### config.mk
export PLATFORM = sky130hd
export DESIGN_NAME = compass_heading_autocal_top
export DESIGN_NICKNAME = d
export VERILOG_FILES = /design/src/rtl/core/cha_pkg.sv /design/src/rtl/core/cha_ctrl.sv /design/src/rtl/core/cha_dpath.sv /design/src/rtl/core/compass_heading_autocal_top.sv
export VERILOG_INCLUDE_DIRS = /design/src /design/src/rtl/core
export SDC_FILE = /design/constraint.sdc
export NUM_CORES = 2
export LEC_CHECK = 0
export BUFFER_PORTS_ARGS = -buffer_cell sky130_fd_sc_hd__buf_2
export CAP_MARGIN = 15
export CORE_MARGIN = 4
export CORE_UTILIZATION = 60
export CTS_CLUSTER_DIAMETER = 60
export DETAILED_ROUTE_END_ITERATION = 8
export PLACE_DENSITY = 0.83
export REMOVE_ABC_BUFFERS = 1
export SETUP_SLACK_MARGIN = 0.4
export SLEW_MARGIN = 10
export SYNTH_ARGS = -nofsm -noshare
export SYNTH_HDL_FRONTEND = slang
export SYNTH_SLANG_ARGS = --single-unit
### constraint.sdc
create_clock -name clk -period 10.6 [get_ports clk]
set_input_delay 2.12 -clock clk [delete_from_list [all_inputs] [get_ports clk]]
set_output_delay 2.12 -clock clk [all_outputs]
set_load 0.02 [all_outputs]
### src/rtl/core/compass_heading_autocal_top_macros.svh
// ----------------------------------------------------------------------------
// compass_heading_autocal_top_macros.svh
// Assertion shorthands shared by the compass heading modules.
// ----------------------------------------------------------------------------
`ifndef COMPASS_HEADING_AUTOCAL_TOP_MACROS_SVH
`define COMPASS_HEADING_AUTOCAL_TOP_MACROS_SVH

// Check a property on every clock edge outside reset.
`define CHA_ASSERT(lbl, prop, msg) \
    lbl: assert property (@(posedge clk) disable iff (!rst_n) prop) else $error(msg);

// Check that a condition never holds outside reset.
`define CHA_ASSERT_NEVER(lbl, cond, msg) \
    lbl: assert property (@(posedge clk) disable iff (!rst_n) !(cond)) else $error(msg);

`endif

### src/rtl/core/cha_pkg.sv
// ----------------------------------------------------------------------------
// cha_pkg
// Shared types and constants of the compass heading block.
// ----------------------------------------------------------------------------
package cha_pkg;

    localparam int SAMPLE_BITS_DEF  = 16;
    localparam int CORDIC_STEPS_DEF = 16;
    localparam int HEADING_BITS     = 16;
    localparam int DECL_BITS        = 16;
    localparam int ANGLE_BITS       = 32;
    localparam int VEC_BITS         = 64;
    localparam int NORM_MSB         = 59;
    localparam int COARSE_SHIFT     = 8;
    localparam int CFG_DATA_BITS    = 16;
    localparam int CFG_INDEX_BITS   = 1;

    localparam logic [ANGLE_BITS-1:0] ANGLE_QUARTER  = 32'h4000_0000;
    localparam logic [ANGLE_BITS-1:0] ANGLE_HALF     = 32'h8000_0000;
    localparam logic [ANGLE_BITS-1:0] ANGLE_3QUARTER = 32'hC000_0000;
    localparam logic [HEADING_BITS-1:0] HEADING_SCALE = 16'd36000;

    // atan(2^-i) in units of 2^-32 turn
    localparam logic [ANGLE_BITS-1:0] ATAN_TAB [32] = '{
        32'd536870912, 32'd316933406, 32'd167458907, 32'd85004756,
        32'd42667331,  32'd21354465,  32'd10679838,  32'd5340245,
        32'd2670163,   32'd1335087,   32'd667544,    32'd333772,
        32'd166886,    32'd83443,     32'd41722,     32'd20861,
        32'd10430,     32'd5215,      32'd2608,      32'd1304,
        32'd652,       32'd326,       32'd163,       32'd81,
        32'd41,        32'd20,        32'd10,        32'd5,
        32'd3,         32'd1,         32'd1,         32'd0
    };

    typedef enum logic [CFG_INDEX_BITS-1:0] {
        CFG_CAL_ENABLE  = 1'b0,
        CFG_DECLINATION = 1'b1
    } cfg_index_t;

    typedef enum logic [3:0] {
        OP_IDLE,
        OP_LOAD,
        OP_UPDATE,
        OP_PREP,
        OP_MUL,
        OP_MAG,
        OP_NORM,
        OP_PRE,
        OP_ITER,
        OP_DECL,
        OP_SCALE
    } dp_op_t;

    typedef struct packed {
        dp_op_t op;
        logic   out_load;
    } cha_cmd_t;

    typedef struct packed {
        logic special;
        logic norm_done;
        logic iter_last;
    } cha_stat_t;

endpackage

### src/rtl/core/cha_ctrl.sv
// ----------------------------------------------------------------------------
// cha_ctrl
// Sequencer of the compass heading block: steps the datapath through
// calibration, scaling, normalization, CORDIC, declination, output hand-off.
// ----------------------------------------------------------------------------
`include "compass_heading_autocal_top_macros.svh"

module cha_ctrl (
    input  logic                clk,
    input  logic                rst_n,
    input  logic                s_tvalid,
    output logic                s_tready,
    output logic                m_tvalid,
    input  logic                m_tready,
    output cha_pkg::cha_cmd_t   cmd,
    input  cha_pkg::cha_stat_t  stat
);
    import cha_pkg::*;

    typedef enum logic [3:0] {
        ST_IDLE,
        ST_UPDATE,
        ST_PREP,
        ST_MUL,
        ST_MAG,
        ST_NORM,
        ST_PRE,
        ST_ITER,
        ST_DECL,
        ST_SCALE,
        ST_DONE
    } state_t;

    state_t state_reg, state_next;
    logic   out_valid_reg, out_valid_next;

    always_comb
    begin
        cmd          = '{op: OP_IDLE, out_load: 1'b0};
        state_next   = state_reg;
        unique case (state_reg)
            ST_IDLE:
            begin
                if (s_tvalid)
                begin
                    cmd.op     = OP_LOAD;
                    state_next = ST_UPDATE;
                end
            end
            ST_UPDATE:
            begin
                cmd.op     = OP_UPDATE;
                state_next = ST_PREP;
            end
            ST_PREP:
            begin
                cmd.op     = OP_PREP;
                state_next = ST_MUL;
            end
            ST_MUL:
            begin
                cmd.op     = OP_MUL;
                state_next = ST_MAG;
            end
            ST_MAG:
            begin
                cmd.op     = OP_MAG;
                state_next = stat.special ? ST_DECL : ST_NORM;
            end
            ST_NORM:
            begin
                cmd.op     = OP_NORM;
                state_next = stat.norm_done ? ST_PRE : ST_NORM;
            end
            ST_PRE:
            begin
                cmd.op     = OP_PRE;
                state_next = ST_ITER;
            end
            ST_ITER:
            begin
                cmd.op     = OP_ITER;
                state_next = stat.iter_last ? ST_DECL : ST_ITER;
            end
            ST_DECL:
            begin
                cmd.op     = OP_DECL;
                state_next = ST_SCALE;
            end
            ST_SCALE:
            begin
                cmd.op     = OP_SCALE;
                state_next = ST_DONE;
            end
            ST_DONE:
            begin
                // hold until the output register is free or being emptied
                if (!out_valid_reg || m_tready)
                begin
                    cmd.out_load = 1'b1;
                    state_next   = ST_IDLE;
                end
            end
            default:
            begin
                state_next = ST_IDLE;
            end
        endcase
    end

    always_comb
    begin
        out_valid_next = out_valid_reg;
        if (out_valid_reg && m_tready)
        begin
            out_valid_next = 1'b0;
        end
        if (cmd.out_load)
        begin
            out_valid_next = 1'b1;
        end
    end

    always_ff @(posedge clk or negedge rst_n)
    begin
        if (!rst_n)
        begin
            state_reg     <= ST_IDLE;
            out_valid_reg <= 1'b0;
        end
        else
        begin
            state_reg     <= state_next;
            out_valid_reg <= out_valid_next;
        end
    end

    assign s_tready = (state_reg == ST_IDLE);
    assign m_tvalid = out_valid_reg;

    `CHA_ASSERT(a_accept_starts_update, (s_tvalid && s_tready) |=> (state_reg == ST_UPDATE), "accepted beat did not start calibration update")
    `CHA_ASSERT_NEVER(a_no_overwrite, cmd.out_load && out_valid_reg && !m_tready, "output register overwritten while a beat waits")
    `CHA_ASSERT(a_iter_holds, (state_reg == ST_ITER && !stat.iter_last) |=> (state_reg == ST_ITER), "CORDIC left before its last step")

endmodule

### src/rtl/core/cha_dpath.sv
// ----------------------------------------------------------------------------
// cha_dpath
// Datapath of the compass heading block: min/max tracking, span scaling,
// normalizing shifter, shared CORDIC shift-add stage and degree scaling.
// ----------------------------------------------------------------------------
`include "compass_heading_autocal_top_macros.svh"

module cha_dpath #(
    parameter int SAMPLE_BITS  = cha_pkg::SAMPLE_BITS_DEF,
    parameter int CORDIC_STEPS = cha_pkg::CORDIC_STEPS_DEF
) (
    input  logic                                 clk,
    input  logic                                 rst_n,
    input  logic signed [SAMPLE_BITS-1:0]        in_x,
    input  logic signed [SAMPLE_BITS-1:0]        in_y,
    input  logic                                 in_clear,
    input  logic                                 cal_enable,
    input  logic signed [cha_pkg::DECL_BITS-1:0] declination,
    input  cha_pkg::cha_cmd_t                    cmd,
    output cha_pkg::cha_stat_t                   stat,
    output logic [cha_pkg::HEADING_BITS-1:0]     heading,
    output logic                                 calibrated
);
    import cha_pkg::*;

    localparam int SB     = SAMPLE_BITS;
    localparam int DW     = SB + 2;
    localparam int SW     = SB + 1;
    localparam int PW     = DW + SW;
    localparam int STEP_W = $clog2(CORDIC_STEPS);
    localparam int PROD_W = ANGLE_BITS + HEADING_BITS;

    logic signed [SB-1:0]       x_reg, y_reg;
    logic                       clear_reg;
    logic signed [SB-1:0]       x_low_reg, x_high_reg, y_low_reg, y_high_reg;
    logic signed [SB-1:0]       x_low_next, x_high_next, y_low_next, y_high_next;
    logic signed [SB-1:0]       x_low_base, x_high_base, y_low_base, y_high_base;
    logic signed [DW-1:0]       dx_reg, dy_reg;
    logic signed [SW-1:0]       spx_reg, spy_reg;
    logic                       cal_reg;
    logic signed [PW-1:0]       px, py;
    logic signed [VEC_BITS-1:0] vx_reg, vy_reg;
    logic signed [VEC_BITS-1:0] ax, ay, shx, shy;
    logic [VEC_BITS-1:0]        m_reg;
    logic [STEP_W-1:0]          step_reg;
    logic [ANGLE_BITS-1:0]      z_reg;
    logic [PROD_W-1:0]          prod;
    logic [HEADING_BITS-1:0]    head_reg;
    logic [HEADING_BITS-1:0]    out_heading_reg;
    logic                       out_cal_reg;
    logic                       coarse;
    logic                       y_pos;

    // clear acts before the sample widens the range
    always_comb
    begin
        x_low_base  = clear_reg ? '0 : x_low_reg;
        x_high_base = clear_reg ? '0 : x_high_reg;
        y_low_base  = clear_reg ? '0 : y_low_reg;
        y_high_base = clear_reg ? '0 : y_high_reg;
        x_low_next  = x_low_base;
        x_high_next = x_high_base;
        y_low_next  = y_low_base;
        y_high_next = y_high_base;
        if (cal_enable)
        begin
            if (x_reg < x_low_base)
            begin
                x_low_next = x_reg;
            end
            else if (x_reg > x_high_base)
            begin
                x_high_next = x_reg;
            end
            if (y_reg < y_low_base)
            begin
                y_low_next = y_reg;
            end
            else if (y_reg > y_high_base)
            begin
                y_high_next = y_reg;
            end
        end
    end

    always_ff @(posedge clk or negedge rst_n)
    begin
        if (!rst_n)
        begin
            x_low_reg  <= '0;
            x_high_reg <= '0;
            y_low_reg  <= '0;
            y_high_reg <= '0;
        end
        else if (cmd.op == OP_UPDATE)
        begin
            x_low_reg  <= x_low_next;
            x_high_reg <= x_high_next;
            y_low_reg  <= y_low_next;
            y_high_reg <= y_high_next;
        end
    end

    assign px     = dx_reg * spy_reg;
    assign py     = dy_reg * spx_reg;
    assign ax     = vx_reg[VEC_BITS-1] ? -vx_reg : vx_reg;
    assign ay     = vy_reg[VEC_BITS-1] ? -vy_reg : vy_reg;
    assign coarse = (m_reg[VEC_BITS-1:NORM_MSB-COARSE_SHIFT+1] == '0);
    assign shx    = vx_reg >>> step_reg;
    assign shy    = vy_reg >>> step_reg;
    assign y_pos  = !vy_reg[VEC_BITS-1] && (vy_reg != '0);
    assign prod   = PROD_W'(z_reg) * PROD_W'(HEADING_SCALE);

    always_ff @(posedge clk)
    begin
        unique case (cmd.op)
            OP_LOAD:
            begin
                x_reg     <= in_x;
                y_reg     <= in_y;
                clear_reg <= in_clear;
            end
            OP_PREP:
            begin
                cal_reg <= (x_low_reg != x_high_reg) && (y_low_reg != y_high_reg);
                dx_reg  <= (DW'(x_reg) <<< 1) - (DW'(x_high_reg) + DW'(x_low_reg));
                dy_reg  <= (DW'(y_reg) <<< 1) - (DW'(y_high_reg) + DW'(y_low_reg));
                spx_reg <= SW'(x_high_reg) - SW'(x_low_reg);
                spy_reg <= SW'(y_high_reg) - SW'(y_low_reg);
            end
            OP_MUL:
            begin
                if (cal_reg)
                begin
                    vx_reg <= VEC_BITS'(px);
                    vy_reg <= VEC_BITS'(py);
                end
                else
                begin
                    vx_reg <= VEC_BITS'(x_reg);
                    vy_reg <= VEC_BITS'(y_reg);
                end
            end
            OP_MAG:
            begin
                m_reg <= (ax > ay) ? ax : ay;
                // zero vector and axis-aligned vectors skip the CORDIC
                if (vy_reg == '0)
                begin
                    z_reg <= vx_reg[VEC_BITS-1] ? ANGLE_HALF : '0;
                end
                else if (vx_reg == '0)
                begin
                    z_reg <= vy_reg[VEC_BITS-1] ? ANGLE_3QUARTER : ANGLE_QUARTER;
                end
            end
            OP_NORM:
            begin
                if (!stat.norm_done)
                begin
                    if (coarse)
                    begin
                        vx_reg <= vx_reg <<< COARSE_SHIFT;
                        vy_reg <= vy_reg <<< COARSE_SHIFT;
                        m_reg  <= m_reg << COARSE_SHIFT;
                    end
                    else
                    begin
                        vx_reg <= vx_reg <<< 1;
                        vy_reg <= vy_reg <<< 1;
                        m_reg  <= m_reg << 1;
                    end
                end
            end
            OP_PRE:
            begin
                step_reg <= '0;
                if (vx_reg[VEC_BITS-1])
                begin
                    vx_reg <= -vx_reg;
                    vy_reg <= -vy_reg;
                    z_reg  <= ANGLE_HALF;
                end
                else
                begin
                    z_reg <= '0;
                end
            end
            OP_ITER:
            begin
                step_reg <= step_reg + 1'b1;
                if (y_pos)
                begin
                    vx_reg <= vx_reg + shy;
                    vy_reg <= vy_reg - shx;
                    z_reg  <= z_reg + ATAN_TAB[5'(step_reg)];
                end
                else
                begin
                    vx_reg <= vx_reg - shy;
                    vy_reg <= vy_reg + shx;
                    z_reg  <= z_reg - ATAN_TAB[5'(step_reg)];
                end
            end
            OP_DECL:
            begin
                z_reg <= z_reg + {declination, {(ANGLE_BITS-DECL_BITS){1'b0}}};
            end
            OP_SCALE:
            begin
                head_reg <= prod[PROD_W-1:ANGLE_BITS];
            end
            default:
            begin
            end
        endcase
        if (cmd.out_load)
        begin
            out_heading_reg <= head_reg;
            out_cal_reg     <= cal_reg;
        end
    end

    assign stat.special   = (vx_reg == '0) || (vy_reg == '0);
    assign stat.norm_done = (m_reg[VEC_BITS-1:NORM_MSB] != '0);
    assign stat.iter_last = (step_reg == STEP_W'(CORDIC_STEPS - 1));

    assign heading    = out_heading_reg;
    assign calibrated = out_cal_reg;

    `CHA_ASSERT(a_range_spans_zero, (x_low_reg <= 0) && (x_high_reg >= 0) && (y_low_reg <= 0) && (y_high_reg >= 0), "min/max no longer bracket zero")
    `CHA_ASSERT(a_norm_window, (cmd.op == OP_PRE) |-> (m_reg[VEC_BITS-1:NORM_MSB+1] == '0), "normalized magnitude above window")
    `CHA_ASSERT(a_heading_range, cmd.out_load |=> (out_heading_reg < HEADING_SCALE), "heading beyond one turn")

endmodule

### src/rtl/core/compass_heading_autocal_top.sv
// ----------------------------------------------------------------------------
// compass_heading_autocal_top
// Compass heading from raw X/Y magnetometer samples with running min/max
// hard-iron calibration, CORDIC atan2 and declination offset.
//
//   channel  dir  beat contents
//   s_axis   in   tdata: mag_x, mag_y    tuser: clear_calibration
//   m_axis   out  tdata: heading_centideg tuser: calibrated
//   cfg      in   0 calibration_enable, 1 declination_offset
//
// One sample runs from accept to result through load, calibration update,
// span preparation, multiply, magnitude, the normalizing shifter, CORDIC
// pre-rotation, the shared CORDIC shift-add stage, declination and degree
// scaling. Zero and axis-aligned vectors skip the shifter and the CORDIC.
// Reset clears the min/max registers and sets calibration on at once.
// A finished result waits in the output register while the next sample
// is taken; a stalled output holds the sequencer only at its last step.
// ----------------------------------------------------------------------------
module compass_heading_autocal_top #(
    parameter int SAMPLE_BITS  = cha_pkg::SAMPLE_BITS_DEF,
    parameter int CORDIC_STEPS = cha_pkg::CORDIC_STEPS_DEF
) (
    input  logic                                     clk,
    input  logic                                     rst_n,
    input  logic                                     s_tvalid,
    output logic                                     s_tready,
    // mag_x, mag_y from the lowest bit up, zero padded to bytes
    input  logic [((2*SAMPLE_BITS+7)/8)*8-1:0]       s_tdata,
    // clear_calibration
    input  logic                                     s_tuser,
    output logic                                     m_tvalid,
    input  logic                                     m_tready,
    // heading_centideg
    output logic [cha_pkg::HEADING_BITS-1:0]         m_tdata,
    // calibrated
    output logic                                     m_tuser,
    input  logic                                     cfg_we,
    input  logic [cha_pkg::CFG_INDEX_BITS-1:0]       cfg_index,
    input  logic [cha_pkg::CFG_DATA_BITS-1:0]        cfg_data
);
    import cha_pkg::*;

    logic                        cal_en_reg;
    logic signed [DECL_BITS-1:0] decl_reg;
    cha_cmd_t                    cmd;
    cha_stat_t                   stat;

    always_ff @(posedge clk or negedge rst_n)
    begin
        if (!rst_n)
        begin
            cal_en_reg <= 1'b1;
            decl_reg   <= '0;
        end
        else if (cfg_we)
        begin
            unique case (cfg_index_t'(cfg_index))
                CFG_CAL_ENABLE:  cal_en_reg <= cfg_data[0];
                CFG_DECLINATION: decl_reg   <= cfg_data[DECL_BITS-1:0];
                default:
                begin
                end
            endcase
        end
    end

    cha_ctrl u_ctrl (
        .clk      (clk),
        .rst_n    (rst_n),
        .s_tvalid (s_tvalid),
        .s_tready (s_tready),
        .m_tvalid (m_tvalid),
        .m_tready (m_tready),
        .cmd      (cmd),
        .stat     (stat)
    );

    cha_dpath #(
        .SAMPLE_BITS  (SAMPLE_BITS),
        .CORDIC_STEPS (CORDIC_STEPS)
    ) u_dpath (
        .clk         (clk),
        .rst_n       (rst_n),
        .in_x        (s_tdata[SAMPLE_BITS-1:0]),
        .in_y        (s_tdata[2*SAMPLE_BITS-1:SAMPLE_BITS]),
        .in_clear    (s_tuser),
        .cal_enable  (cal_en_reg),
        .declination (decl_reg),
        .cmd         (cmd),
        .stat        (stat),
        .heading     (m_tdata),
        .calibrated  (m_tuser)
    );

endmodule
=== Word-level counts from Yosys, hierarchy flattened ===
Memories as Yosys holds them, arrays and structs flattened.
Cells that the tools add are included.

* Memories: 1
* Bits in read-only memories: 1,024
* Output and inout bits: 19
* Input port bits: 55
* Logic and storage cells: 159
* Register bits: 451

{| class="wikitable"
|+ Memory list
! memory !! words !! width !! read ports !! clocked after memory_dff !! wr ports !! line !! source
|-
| (no name shown) || 32 || 32 || 1 || 0 || 0 || cha_dpath.sv:196 || <nowiki>z_reg <= z_reg + ATAN_TAB[5'(step_reg)];</nowiki>
|}

* Bitwise gates (word level): 2
* Add/subtract/negate cells: 16
* Reduce and logical (&&, ||, !) cells: 25
* Magnitude comparators: 6
* Shift-type cells: 2
* Equal/unequal tests: 28
* Muxes and demuxes: 52
* Multiply operators: 3

{| class="wikitable"
|+ Operators by type and width
! kind !! count
|-
| $mux W64 || 14
|-
| $pmux W64 S4 || 2
|-
| $mux W16 || 14
|-
| $mux W32 || 7
|-
| $add A64 B64 Y64 || 2
|-
| $logic_not A64 Y1 || 2
|-
| $neg A64 Y64 || 2
|-
| $pmux W32 S4 || 1
|-
| $pmux W64 S2 || 1
|-
| $sshr A64 B4 Y64 || 2
|-
| $sub A64 B64 Y64 || 2
|-
| $mul A18 B17 Y35 || 2
|-
| $add A32 B32 Y32 || 2
|-
| $gt A64 B64 Y1 || 1
|-
| $reduce_bool A64 Y1 || 1
|-
| $pmux W4 S11 || 1
|-
| $mul A32 B11 Y43 const B || 1
|-
| $pmux W4 S10 || 1
|-
| $sub A17 B17 Y18 || 2
|-
| $add A16 B16 Y17 || 2
|-
| $sub A16 B16 Y17 || 2
|-
| $eq A4 B3 Y1 const B || 8
|-
| $gt A16 B16 Y1 || 2
|-
| $lt A16 B16 Y1 || 2
|-
| 26 further kinds || 58
|}

=== Logic depth before layout (Yosys ltp) ===
* Depth after elaboration: 7
* Mapped depth: 38
* Gate-level depth less buffers: 27

=== Hierarchy ===
Synthesis repeated with hierarchy kept, for this count alone.

* Cell total of the unflattened synthesis: 9,189
* Area total of the unflattened synthesis: 80,933.9 sq um

{| class="wikitable"
|+ By module, submodules not included
! module !! seq. area each (sq um) !! cells each !! times used !! area an instance (sq um)
|-
| cha_dpath || 12,562.0 || 9,099 || 1 || 79,814.0
|-
| compass_heading_autocal_top || 426.7 || 37 || 1 || 693.2
|-
| cha_ctrl || 125.1 || 53 || 1 || 426.7
|}

=== Least setup slack after synthesis ===
OpenSTA, ideal clock, no wires.

* Path kind: flip-flop to flip-flop
* From: register u_dpath.step_reg[2]
* To: register u_dpath.vy_reg[55], data pin
* Stages on the path, launching flop included: 39
* Setup slack: 2.670 ns
* Library setup time: 0.259 ns
* Data arrival time: 7.671 ns
* Clock period less this slack: 7.930 ns
* Path buffers: 13
* Data required time: 10.341 ns
* Path through: edfxtp_1 > clkbuf_1 > buf_2 > buf_2 > buf_2 > buf_2 > buf_2 > clkbuf_1 > clkbuf_1 > clkbuf_1 > buf_1 > buf_1 > nand2_1 > o21ai_0 > ha_1 > o21a_1 > o211ai_1 > or2_2 > [... 3 more ...] > buf_2 > a21oi_2 > nor2_1 > xnor2_1 > ha_1 > clkbuf_1 > a21o_1 > a21o_1 > a2111oi_0 > nor3_1 > a21o_1 > a21o_1 > a21oi_1 > o31a_1 > o21bai_1 > a41o_1 > xor2_1 > a211o_1

* Word-level cells in the longest chain between the ends: 4
* Elaborated cells between the ends (all ways): 5
* Those cells by class: 2 x add/sub; 1 x shift; 2 x mux

{| class="wikitable"
|+ Ends and longest elaborated chain
! what !! line !! source
|-
| start, declared || cha_dpath.sv:45 || <nowiki>logic [STEP_W-1:0] step_reg;</nowiki>
|-
| start signal, assigned || cha_dpath.sv:191 || <nowiki>step_reg <= step_reg + 1'b1;</nowiki>
|-
| $sshr A64 B4 Y64 * || cha_dpath.sv:109 || <nowiki>assign shx = vx_reg >>> step_reg;</nowiki>
|-
| $add A64 B64 Y64 / $sub A64 B64 Y64 (equally long branches) || cha_dpath.sv:201, cha_dpath.sv:195 ||
|-
| $mux W64 * || cha_dpath.sv:192 || <nowiki>if (y_pos)</nowiki>
|-
| $pmux W64 S4 * || cha_dpath.sv:116 || <nowiki>unique case (cmd.op)</nowiki>
|-
| end signal, assigned || cha_dpath.sv:136 || <nowiki>vy_reg <= VEC_BITS'(py);</nowiki>
|-
| end signal, assigned || cha_dpath.sv:195 || <nowiki>vy_reg <= vy_reg - shx;</nowiki>
|-
| end signal, assigned || cha_dpath.sv:201 || <nowiki>vy_reg <= vy_reg + shx;</nowiki>
|-
| end, declared || cha_dpath.sv:42 || <nowiki>logic signed [VEC_BITS-1:0] vx_reg, vy_reg;</nowiki>
|}

Every way passes the cells marked *; elsewhere a longest branch is shown, timed or not.
A chain may end at the register's enable or synchronous reset.

=== Worst setup path after layout ===
* From: register u_dpath.vy_reg[0]
* To: register u_dpath.vy_reg[63], data pin

* Word-level cells in the longest chain between the ends: 4
* Elaborated cells between the ends (all ways): 8
* Those cells by class: 3 x add/sub; 3 x mux; 2 x reduce/logical

{| class="wikitable"
|+ Ends and longest elaborated chain
! what !! line !! source
|-
| start signal, assigned || cha_dpath.sv:136 ||
|-
| start signal, assigned || cha_dpath.sv:141 || <nowiki>vy_reg <= VEC_BITS'(y_reg);</nowiki>
|-
| start signal, assigned || cha_dpath.sv:164 || <nowiki>vy_reg <= vy_reg <<< COARSE_SHIFT;</nowiki>
|-
| parallel branches: the longest is 3 deep, another holds $add A64 B64 Y64 || -- ||
|-
| $pmux W64 S4 * || cha_dpath.sv:116 ||
|}

Mark *: on every way between the ends. The select of a mux whose other input is x is not followed.

==> metrics.md <==
| Metric | Value |
|---|---|
| IO Count | `74` |
| CP max stage delay | `0.85 ns` |
| RSZ-0062 raised after global routing | `no` |
| Clock Path Buffers | `3` |
| First-pass GRT wire length | `a little under 400000 um` |
| Routed WL | `249000 um` |
| WS Path Type | `reg -> reg` |
| Post-DRT Antenna Nets | `0` |
| Core ar. | `between 0.1 and 0.15 sq mm` |
| Pre-antenna DRT Iters | `9` |
| DR DRC count | `0` |
| GR Util met3 | `roughly 7.7%` |
| Synth cell types | `102` |
| Buf/Inv on CP | `2` |
| Starting Density | `between 60% and 70%` |
| Chip Width | `around 370 um` |
| YS warnings | `0` |
| Final worst-path cycle share | `between 80% and 90%` |
| Most frequent cell on the critical path | `o21ai_0` |
| Grt met2 use | `55.0%` |
| Clk_skew | `0.0309 ns` |
| Share of cells above drive strength 1 | `under 10%` |
| Post-synthesis sequential area ratio | `between 10% and 20%` |
| Post-synthesis register bit count | `about 450` |
| Max cap viols | `0` |
| Root Buffer | `clkbuf_16` |
| Die Area | `0.139 sq mm` |
| Pre-CTS setup slack | `roughly 1.9 ns` |
| Relative slew slack | `between 10% and 20%` |
| Crit-path cells | `inv_1 -> ha_1 -> or3b_1 -> or4_1 -> or3_1 -> or3_1 -> nor4_2 -> nor2_4 -> inv_1 -> o21ai_0 -> xor2_1 -> ha_1 -> a21o_1 -> a21oi_1 -> o21ai_0 -> a221o_1 -> o21ai_0 -> o211ai_1 -> a221oi_1 -> o31ai_1 -> o31ai_1 -> nor3_1 -> a311oi_1 -> nand2_1` |
| # resized after CTS | `0` |
| Detailed-route wire length per cell | `about 24 um` |
| Largest cells by area after synthesis | `fa_1 (19%), edfxtp_1 (14%), ha_1 (12%)` |
| Final slew viol count | `0` |
| Slowest CP cell | `a221oi_1` |
| Clock slew at reported path FFs | `~0.070 ns` |
| Hold Fails Final Rpt | `0` |
| Initial antenna violation count | `6` |
| Largest net degree at the start of global routing | `roughly 140` |
| GRT Residual Overflow | `0` |
| PortBufs | `73` |
| Synthesis-to-layout area growth | `3.79%` |
| CP delay by family, top | `compound AO/OA/AOI/OAI gates` |
| Avg Cell Area, Syn | `a little under 9 sq um` |
| CTS Hold Bufs | `0` |
| Min-Delay Path Class | `reg -> reg` |
| Clock Sinks | `about 450` |
| Crit-path max FO | `19` |
| Post-Syn Area | `between 0.07 and 0.08 sq mm` |
| Setup Buffers After CTS | `0` |
| GP Congestion | `approximately 1` |
| Tightest Pin Transition | `1.25 ns` |
| Top cell type's share of synthesized area | `between 10% and 20%` |
| Die height | `373 um` |
| Number of global-route vias before repair | `~70000` |
| TritonCTS clock tree | `built` |
| Top-count cell post-synth | `nand2_1` |
| Layout net count | `slightly above 10000` |
| Rows | `133` |
| Ys flop type | `edfxtp_1` |
| Skew-Pair Late Insertion Delay | `approximately 0.72 ns` |
| Max Clock Freq | `approximately 110 MHz` |
| Via-to-Cell Ratio | `6.53` |
| Count of flip-flops with a built-in enable after synthesis | `365` |
| Status | `finished, final reports clean` |
| WP data arrival | `~9.5 ns` |
| Critical Path RT | `roughly 11 ns` |
| DP Area | `between 0.08 and 0.09 sq mm` |
| Final WS setup | `~1.5 ns` |
| Asr flop ratio synth | `19.1%` |
| Cells after Synth | `between 9000 and 10000` |
| Total CTS buffers | `61` |
| Post-route cell area | `0.0830 sq mm` |
| Met1 usage | `between 40% and 50%` |
| Final min period | `9.07 ns` |
| Leading area contributor after synthesis | `fa_1` |
| H-tree depth | `2` |
| Final setup viols | `0` |
| GR Util All Layers | `35.1%` |
| Hpwl dp | `190000 um` |
| GRT busiest layer | `met2` |
| Routed vias | `around 69000` |
| Drt initial violations | `roughly 8000` |
| Commonest cells in the netlist | `nand2_1 (1082), inv_1 (1052), ha_1 (754)` |
| Endpoint type of the worst setup path | `register` |
| Crit path launch type | `register` |
| Smallest hold slack | `0.420 ns` |
## worst register-to-register path, delay by kind of cell (launching register included)
family,cells,cell delay [ns]
compound gates,11,3.60
fa+ha+maj,2,0.61
simple gates,8,2.84
flops,1,0.58
buf+inv,2,0.96
xor+xnor,1,0.23
## through the flow
step / setup TNS [ns] / util (%) / cells
4_1_cts: 0 / 62.9 / 10600
3_5_place_dp: 0 / 61.3 / 10500
3_3_place_gp: 0 / 61.3 / 10500
2_1_floorplan: -151.15 / - / 8560
5_1_grt: 0 / 62.9 / 10600
6_report: 0 / 62.9 / 10600
## cell families after synthesis
logic type,share of synthesized area (%)
flops,16.4
compound gates,14.0
simple gates,16.1
fa+ha+maj,30.3
mux,8.67
buf+inv,7.80
xor+xnor,6.71
## cell type report
cell class,instances,area (sq um)
well taps,1755,2200
flip-flops and latches,451,13100
inverters,1055,3960
fillers,10700,49000
clock inverters,44,390
diodes,1,2.50
repair buffers,142,961
clock buffers,72,1640
multi-input cells,7054,60700
## worst paths after layout
path	start	to	slack, ns	cells past startpoint
worst max register to register	u_dpath.vy_reg[0]	u_dpath.vy_reg[63]	1.53	24
max in group asynchronous	rst_n	decl_reg[2]	7.95	2
min in group asynchronous	rst_n	u_dpath.x_high_reg[4]	1.35	1
worst max-delay path	u_dpath.vy_reg[0]	u_dpath.vy_reg[63]	1.53	24
worst min-delay path	u_dpath.head_reg[0]	u_dpath.heading[0]	0.42	0
worst min register to register	u_dpath.head_reg[0]	u_dpath.heading[0]	0.42	0
## cells in the final DEF (no fill, tap or decap), drive strengths merged, types with 20 or more instances in the layout
master,count
o21bai,59
edfxtp,365
buf,142
ha,754
a21oi,544
nand2,1082
o31ai,35
mux2i,294
o211ai,40
xor2,276
nor4,20
dfrtp,85
o22ai,57
clkbuf,72
mux4,124
a222oi,27
and2,345
xnor2,336
a221oi,27
nand3,141
mux2,105
clkinv,24
o21a,58
nor2b,66
a211o,40
inv,1072
nand4,63
o21ai,324
a211oi,55
fa,740
or2,40
and3,39
or3,65
nor3b,31
a21o,212
nand2b,137
or4,27
nor2,464
a31oi,88
nor3,111
## layer usage
metal / vias to the layer above / part of all wire [%]
li1: 30300 / -
met1: 33600 / 38
met2: 4252 / 45
met3: 874 / 12
met4: 8 / 5.2
met5: - / 0.022
Power is not shown: default switching activity piles up to over one toggle a cycle in this logic, so the estimate is an artifact.
